`src/hdl/pcb_pkg.sv`:
```
// Package for the pixel cross-fade blend: item types, weight constants.
// No dependencies; used by every module of the block.
`timescale 1ns / 1ps

package pcb_pkg;

	localparam int unsigned WW = 13;          // weight bits, Q0.12 with room for 1.0
	localparam int unsigned CUBE_W = 3 * WW;  // full width of u*u*u
	localparam logic [WW-1:0] ONE_Q12 = 13'd4096;

	typedef struct packed {
		logic [7:0] red;
		logic [7:0] green;
		logic [7:0] blue;
	} rgb_t;

	typedef struct packed {
		logic signed [15:0] blend_weight;
		logic               ease_cubic;
		logic [7:0]         first_red;
		logic [7:0]         first_green;
		logic [7:0]         first_blue;
		logic [7:0]         second_red;
		logic [7:0]         second_green;
		logic [7:0]         second_blue;
	} pix_item_t;

	typedef struct packed {
		logic [7:0] out_red;
		logic [7:0] out_green;
		logic [7:0] out_blue;
	} mix_item_t;

	// Weight with both pixels, as handed from the weight pipeline to the lanes.
	typedef struct packed {
		logic [WW-1:0] alpha;
		rgb_t          first;
		rgb_t          second;
	} wgt_item_t;

endpackage

```
`src/hdl/pcb_weight.sv`:
```
// Weight pipeline: clamps the Q4.12 weight, applies the ease-in-out cubic if ease_cubic.
// Depends on pcb_pkg. Four stages, each advancing when the next one is free.
`timescale 1ns / 1ps

module pcb_weight (
	input  logic               clk,
	input  logic               arst_n,
	input  logic               in_valid,
	output logic               in_stall,
	input  pcb_pkg::pix_item_t in_item,
	output logic               out_valid,
	input  logic               out_stall,
	output pcb_pkg::wgt_item_t out_item
);
	import pcb_pkg::*;

	logic v_s1, v_s2, v_s3, v_s4;
	logic ld1, ld2, ld3, ld4;

	logic [WW-1:0]     x_s1, u_s1;
	logic              ease_s1, hi_s1;
	rgb_t              f_s1, s_s1;
	logic [2*WW-1:0]   sq_s2;
	logic [WW-1:0]     x_s2, u_s2;
	logic              ease_s2, hi_s2;
	rgb_t              f_s2, s_s2;
	logic [CUBE_W-1:0] cube_s3;
	logic [WW-1:0]     x_s3;
	logic              ease_s3, hi_s3;
	rgb_t              f_s3, s_s3;
	logic [WW-1:0]     a_s4;
	rgb_t              f_s4, s_s4;

	logic [WW-1:0] x_c, t_c, a_c;
	logic          hi_c;

	assign ld4 = !v_s4 || !out_stall;
	assign ld3 = !v_s3 || ld4;
	assign ld2 = !v_s2 || ld3;
	assign ld1 = !v_s1 || ld2;
	assign in_stall = !ld1;

	always_comb begin
		if (in_item.blend_weight[15]) begin
			x_c = '0;
		end else if (in_item.blend_weight[14:0] > 15'(ONE_Q12)) begin
			x_c = ONE_Q12;
		end else begin
			x_c = in_item.blend_weight[WW-1:0];
		end
		hi_c = x_c[WW-1] | x_c[WW-2];
		// Upper half uses t = 2 - 2x, which stays within 0..1.
		t_c = WW'((ONE_Q12 << 1) - {x_c, 1'b0});
	end

	// Lower half: 4x^3 in Q0.12 is x^3 >> 22; upper half: 1 - t^3 >> 25.
	always_comb begin
		if (!ease_s3) begin
			a_c = x_s3;
		end else if (hi_s3) begin
			a_c = ONE_Q12 - cube_s3[WW+24:25];
		end else begin
			a_c = cube_s3[WW+21:22];
		end
	end

	always_ff @(posedge clk or negedge arst_n) begin
		if (!arst_n) begin
			v_s1 <= 1'b0;
			v_s2 <= 1'b0;
			v_s3 <= 1'b0;
			v_s4 <= 1'b0;
		end else begin
			if (ld1) v_s1 <= in_valid;
			if (ld2) v_s2 <= v_s1;
			if (ld3) v_s3 <= v_s2;
			if (ld4) v_s4 <= v_s3;
		end
	end

	always_ff @(posedge clk) begin
		if (ld1) begin
			x_s1    <= x_c;
			u_s1    <= hi_c ? t_c : x_c;
			hi_s1   <= hi_c;
			ease_s1 <= in_item.ease_cubic;
			f_s1    <= '{in_item.first_red, in_item.first_green, in_item.first_blue};
			s_s1    <= '{in_item.second_red, in_item.second_green, in_item.second_blue};
		end
		if (ld2) begin
			sq_s2   <= u_s1 * u_s1;
			x_s2    <= x_s1;
			u_s2    <= u_s1;
			hi_s2   <= hi_s1;
			ease_s2 <= ease_s1;
			f_s2    <= f_s1;
			s_s2    <= s_s1;
		end
		if (ld3) begin
			cube_s3 <= sq_s2 * u_s2;
			x_s3    <= x_s2;
			hi_s3   <= hi_s2;
			ease_s3 <= ease_s2;
			f_s3    <= f_s2;
			s_s3    <= s_s2;
		end
		if (ld4) begin
			a_s4 <= a_c;
			f_s4 <= f_s3;
			s_s4 <= s_s3;
		end
	end

	assign out_valid = v_s4;
	assign out_item  = '{alpha: a_s4, first: f_s4, second: s_s4};

`ifndef SYNTHESIS
	a_alpha_range: assert property (@(posedge clk) disable iff (!arst_n)
		v_s4 |-> a_s4 <= ONE_Q12)
		else $error("blend weight above one");
	a_s1_hold: assert property (@(posedge clk) disable iff (!arst_n)
		(v_s1 && !ld2) |=> (v_s1 && $stable(u_s1) && $stable(x_s1)))
		else $error("stage 1 item lost while blocked");
	a_no_false_stall: assert property (@(posedge clk) disable iff (!arst_n)
		!out_stall |-> !in_stall)
		else $error("pipeline stalls with free output");
`endif

endmodule

```
`src/hdl/pcb_lane.sv`:
```
// One color lane: second + a*(first - second) in Q0.12, truncated to 8 bits.
// Depends on pcb_pkg for the weight width.
`timescale 1ns / 1ps

module pcb_lane (
	input  logic [pcb_pkg::WW-1:0] alpha,
	input  logic [7:0]             first,
	input  logic [7:0]             second,
	output logic [7:0]             mixed
);
	import pcb_pkg::*;

	logic signed [8:0]  diff;
	logic signed [22:0] prod;
	logic signed [22:0] sum;

	// a*f + (1-a)*s rewritten as s*4096 + a*(f-s), one multiplier per lane.
	// Both factors are extended to the full product width before multiplying.
	assign diff  = $signed({1'b0, first}) - $signed({1'b0, second});
	assign prod  = $signed({{(23-WW){1'b0}}, alpha}) * $signed({{14{diff[8]}}, diff});
	assign sum   = $signed({3'b000, second, 12'h000}) + prod;
	assign mixed = sum[19:12];

endmodule

```
`src/hdl/pixel_crossfade_blend_top.sv`:
```
// Top level of the pixel cross-fade blend: weight pipeline, three color lanes
// and the merging output register. Depends on pcb_pkg, pcb_weight, pcb_lane.
//
// channel  direction  handshake                 payload
// pix      in         pix_valid / pix_stall     pix_item (pcb_pkg::pix_item_t)
// mix      out        mix_valid / mix_stall     mix_item (pcb_pkg::mix_item_t)
//
// One item per clock is sustained while mix_stall is low; each passes through
// four weight pipeline stages (clamp, square, cube, ease select), then the
// combinational lane multipliers and the output register that drives mix_valid.
// Reset clears only the stage valid bits; the data registers are not reset.
// A stalled output holds its item while empty stages further back keep filling.
`timescale 1ns / 1ps

module pixel_crossfade_blend_top (
	input  logic               clk,
	input  logic               arst_n,
	input  logic               pix_valid,
	output logic               pix_stall,
	input  pcb_pkg::pix_item_t pix_item,
	output logic               mix_valid,
	input  logic               mix_stall,
	output pcb_pkg::mix_item_t mix_item
);
	import pcb_pkg::*;

	logic      w_valid, w_stall, ld_s5;
	wgt_item_t w_item;
	rgb_t      mixed;
	logic      v_s5;
	mix_item_t item_s5;

	pcb_weight u_weight (
		.clk      (clk),
		.arst_n   (arst_n),
		.in_valid (pix_valid),
		.in_stall (pix_stall),
		.in_item  (pix_item),
		.out_valid(w_valid),
		.out_stall(w_stall),
		.out_item (w_item)
	);

	pcb_lane u_lane_red (
		.alpha (w_item.alpha),
		.first (w_item.first.red),
		.second(w_item.second.red),
		.mixed (mixed.red)
	);

	pcb_lane u_lane_green (
		.alpha (w_item.alpha),
		.first (w_item.first.green),
		.second(w_item.second.green),
		.mixed (mixed.green)
	);

	pcb_lane u_lane_blue (
		.alpha (w_item.alpha),
		.first (w_item.first.blue),
		.second(w_item.second.blue),
		.mixed (mixed.blue)
	);

	assign ld_s5   = !v_s5 || !mix_stall;
	assign w_stall = !ld_s5;

	always_ff @(posedge clk or negedge arst_n) begin
		if (!arst_n) begin
			v_s5 <= 1'b0;
		end else if (ld_s5) begin
			v_s5 <= w_valid;
		end
	end

	always_ff @(posedge clk) begin
		if (ld_s5) begin
			item_s5 <= '{out_red: mixed.red, out_green: mixed.green, out_blue: mixed.blue};
		end
	end

	assign mix_valid = v_s5;
	assign mix_item  = item_s5;

endmodule
```
`config.mk`:
```
export PLATFORM = sky130hd
export DESIGN_NAME = pixel_crossfade_blend_top
export DESIGN_NICKNAME = d
export VERILOG_FILES = /design/src/hdl/pcb_pkg.sv /design/src/hdl/pcb_weight.sv /design/src/hdl/pcb_lane.sv /design/src/hdl/pixel_crossfade_blend_top.sv
export SDC_FILE = /design/constraint.sdc
export NUM_CORES = 2
export LEC_CHECK = 0
export BUFFER_PORTS_ARGS = -buffer_cell sky130_fd_sc_hd__buf_4
export CAP_MARGIN = 40
export CORE_MARGIN = 4
export CORE_UTILIZATION = 41
export CTS_BUF_LIST = sky130_fd_sc_hd__clkbuf_4 sky130_fd_sc_hd__clkbuf_8
export DETAILED_ROUTE_END_ITERATION = 12
export PLACE_DENSITY = 0.56
export SLEW_MARGIN = 15
export SYNTH_ARGS = -nofsm -noshare
export SYNTH_HDL_FRONTEND = slang
export SYNTH_SLANG_ARGS = --single-unit
```
`constraint.sdc`:
```
create_clock -name clk -period 8.7 [get_ports clk]
set_clock_uncertainty 0.1 [all_clocks]
set_input_delay 0.435 -clock clk [delete_from_list [all_inputs] [get_ports clk]]
set_output_delay 0.435 -clock clk [all_outputs]
set_load 0.02 [all_outputs]
```
==> run metrics <==
status finished clean; latest clock arrival within the worst-skew pair 0.65 ns; Cell variety after synth 69; hold_sp pix_item[60]; synth warn 0; critical path arrival a little under 8 ns; initial antenna violation count 1; Final Slew Violations 0; DIE HEIGHT slightly above 300 um; dpl hpwl ~61 mm; vias roughly 23000; CTS buffer count slightly below 60; first-pass GRT wire length between 100 and 150 mm; Cells after Synth 3406; Hold Fails Final Rpt 0; core area roughly 89000 sq um; Clock Sinks approximately 350; CTS clk-pin slew, worst paths roughly 0.060 ns; fmax approximately 140 MHz; DRT Wirelength roughly 80 mm; Port Buffers 94; setup TNS 0 ns; fin nets between 4000 and 5000; CP Max Fanout 8; Critical Path Source Type flip-flop; global placement routability congestion about 0.8; sequential area share after synthesis 28.02%; largest net degree at the start of global routing 57; Initial Util between 40% and 50%; commonest non-fill, non-tap cells in the layout 693 x inv_1, 606 x fa_1, 349 x and2_1; cell count of the worst reg-to-reg path 26; Synth Flop Type edfxtp_1; CP Capture Type flip-flop; final period utilization around 85%; Rel. slew slack 40.02%; ANT nets after route 0; RSZ-0062 raised after global routing no; pre-CTS setup slack 1.269 ns; Hold WC Path Type in -> reg; vias per cell 4.805; Mapped Area ~37000 sq um; worst hold path stage count 3; synth-to-layout area growth 11.30%; DP Area around 39000 sq um; EDFF count, synth 340; Syn Area/Cell 10.83 sq um; Crit Path Class reg -> reg; max_cap viols 0; wire per inst 16.54 um; Hold EP u_weight.x_s1[11]; GRT Resource Usage Total 17.61%; worst reg2reg setup slack 1.30 ns; full die area ~95000 sq um; area of the multi-input gates around 23000 sq um; share of cells above drive strength 1 ~7.9%; finished layout cell area between 40000 and 50000 sq um; first drt pass iteration count 4; H-tree depth 2; placed cells 4599; fillers 8289; num ports 95; total congestion overflow 0; DR DRC count 0; asr flop ratio synth 1.449%; CTS tree built; final cell count without fillers ~4800; endpoints failing setup 0; CTS max path bufs 3; Clock Tree Root clkbuf_8; Req. time, crit path roughly 9 ns; worst flop-to-flop path startpoint u_weight.out_item[1]; commonest non-fill, non-tap cell in the layout inv_1; max FFs per register 48; Setup WS post-layout between 1 and 1.5 ns; FF+latch area around 10000 sq um; FF-to-FF End mix_item[7]; row count approximately 110; worst slew pin tran around 0.9 ns; FF+latch count, synth between 300 and 400; setup bufs post-CTS 0; vias in the first global route 25465; Die Wd slightly above 300 um; initial drt markers approximately 970; minimum clock period 7.404 ns
[Yosys cell counts, drive strengths merged, types with 3 or more instances]
library cell    n  share of area, %
a211o           3             0.071
and2          349               5.9
and3           12              0.20
nand3          11              0.16
nor3           24              0.36
o21ai          47              0.64
or2            15              0.25
nand3b          3             0.061
nand2b         86               1.5
or4             5              0.12
or3             7              0.12
nand4           3             0.051
o211ai          6              0.12
xor2           28              0.66
a31oi           5             0.085
a2bb2oi         4              0.11
buf             3             0.041
a21o           11              0.22
a211oi         11              0.22
a21oi          65              0.89
o221ai          3             0.071
edfxtp        340                28
nor4            4             0.068
o21a           21              0.43
clkbuf        124               1.3
o31ai           9              0.22
o41ai           8              0.21
mux2            3             0.092
nor2          121               1.2
nor2b          20              0.34
dfrtp           5              0.34
inv           694               7.1
o2111ai         3             0.071
mux2i          13              0.35
xnor2          83               2.0
fa            606                33
ha            288               9.8
nand2         333               3.4
nand4bb         3             0.092
[final cells by class]
| type | instances | area share (%) |
|---|---|---|
| Antenna cell | 1 | 0.006095 |
| Clock buffer | 78 | 2.356 |
| Clock inverter | 29 | 0.8411 |
| Inverter | 695 | 6.354 |
| Multi-Input combinational cell | 2242 | 57.23 |
| Sequential cell | 345 | 25.17 |
| Tap cell | 1165 | 3.550 |
| Timing Repair Buffer | 214 | 4.498 |
[how the worst max path moves through the flow]
| stage | from | end | slack, ns | cells after the start |
|---|---|---|---|---|
| finish | u_weight.out_item[1] | mix_item[7] | 1.30 | 26 |
| CTS | u_weight.out_item[1] | mix_item[7] | 1.25 | 26 |
| detailed placement | u_weight.out_item[1] | mix_item[7] | 1.27 | 26 |
| global placement | u_weight.out_item[1] | mix_item[7] | 1.33 | 25 |
| global route | u_weight.out_item[1] | mix_item[7] | 0.66 | 26 |
| floorplan | u_weight.out_item[8] | mix_item[15] | 2.28 | 26 |
[stage by stage]
step                util (%)  hold WS [ns]
CTS                    46.21       0.01107
detailed placement     44.06        0.1406
global route           46.25       0.02828
floorplan                  -       0.03941
finish                 46.25       0.06925
global placement       43.88        0.1400
[timing repair]
| item | CTS | global route |
|---|---|---|
| hold endpoints to repair | 63 | 0 |
| resized for setup | 0 | 0 |
| hold buffers | 60 | 0 |
[per-layer routing]
layer	share of wire, %	track usage (%)	vias to the layer above
li1	-	-	10828
met1	48	25.14	11674
met2	47	29.41	331
met3	3.2	1.998	81
met4	1.5	3.390	0
met5	0	0	-
[critical path, stage by stage, from the launching register on]
cell and delay, ns:
edfxtp_1 0.42, inv_1 0.13, ha_1 0.23, nor2b_1 0.13, o21ai_0 0.34, a21oi_1 0.15
o41ai_1 0.33, xnor2_1 0.30, buf_4 0.25, nand2_1 0.08, fa_1 0.48, fa_1 0.49
inv_1 0.05, fa_1 0.45, fa_1 0.49, inv_1 0.05, fa_1 0.39, inv_1 0.07
ha_1 0.22, o21a_1 0.21, o21ai_0 0.21, o221ai_1 0.23, o41ai_1 0.68, a21oi_1 0.25
o21a_1 0.25, nor2_1 0.11, xnor2_1 0.07
[cells by family after synthesis]
| group | after synthesis | synth area share (%) |
|---|---|---|
| other | 1 | 0.01017 |
| flip-flops | 345 | 28.02 |
| AO/OA/AOI/OAI | 216 | 3.904 |
| adder cells (fa/ha/maj) | 894 | 42.66 |
| XOR/XNOR | 111 | 2.635 |
| AND/OR/NAND/NOR | 1001 | 13.96 |
| buffers and inverters | 822 | 8.374 |
| multiplexers | 16 | 0.4443 |
Power is left out: the tool's default activity adds up to more than one toggle a clock period on the data nets, which glitch-free logic cannot reach.
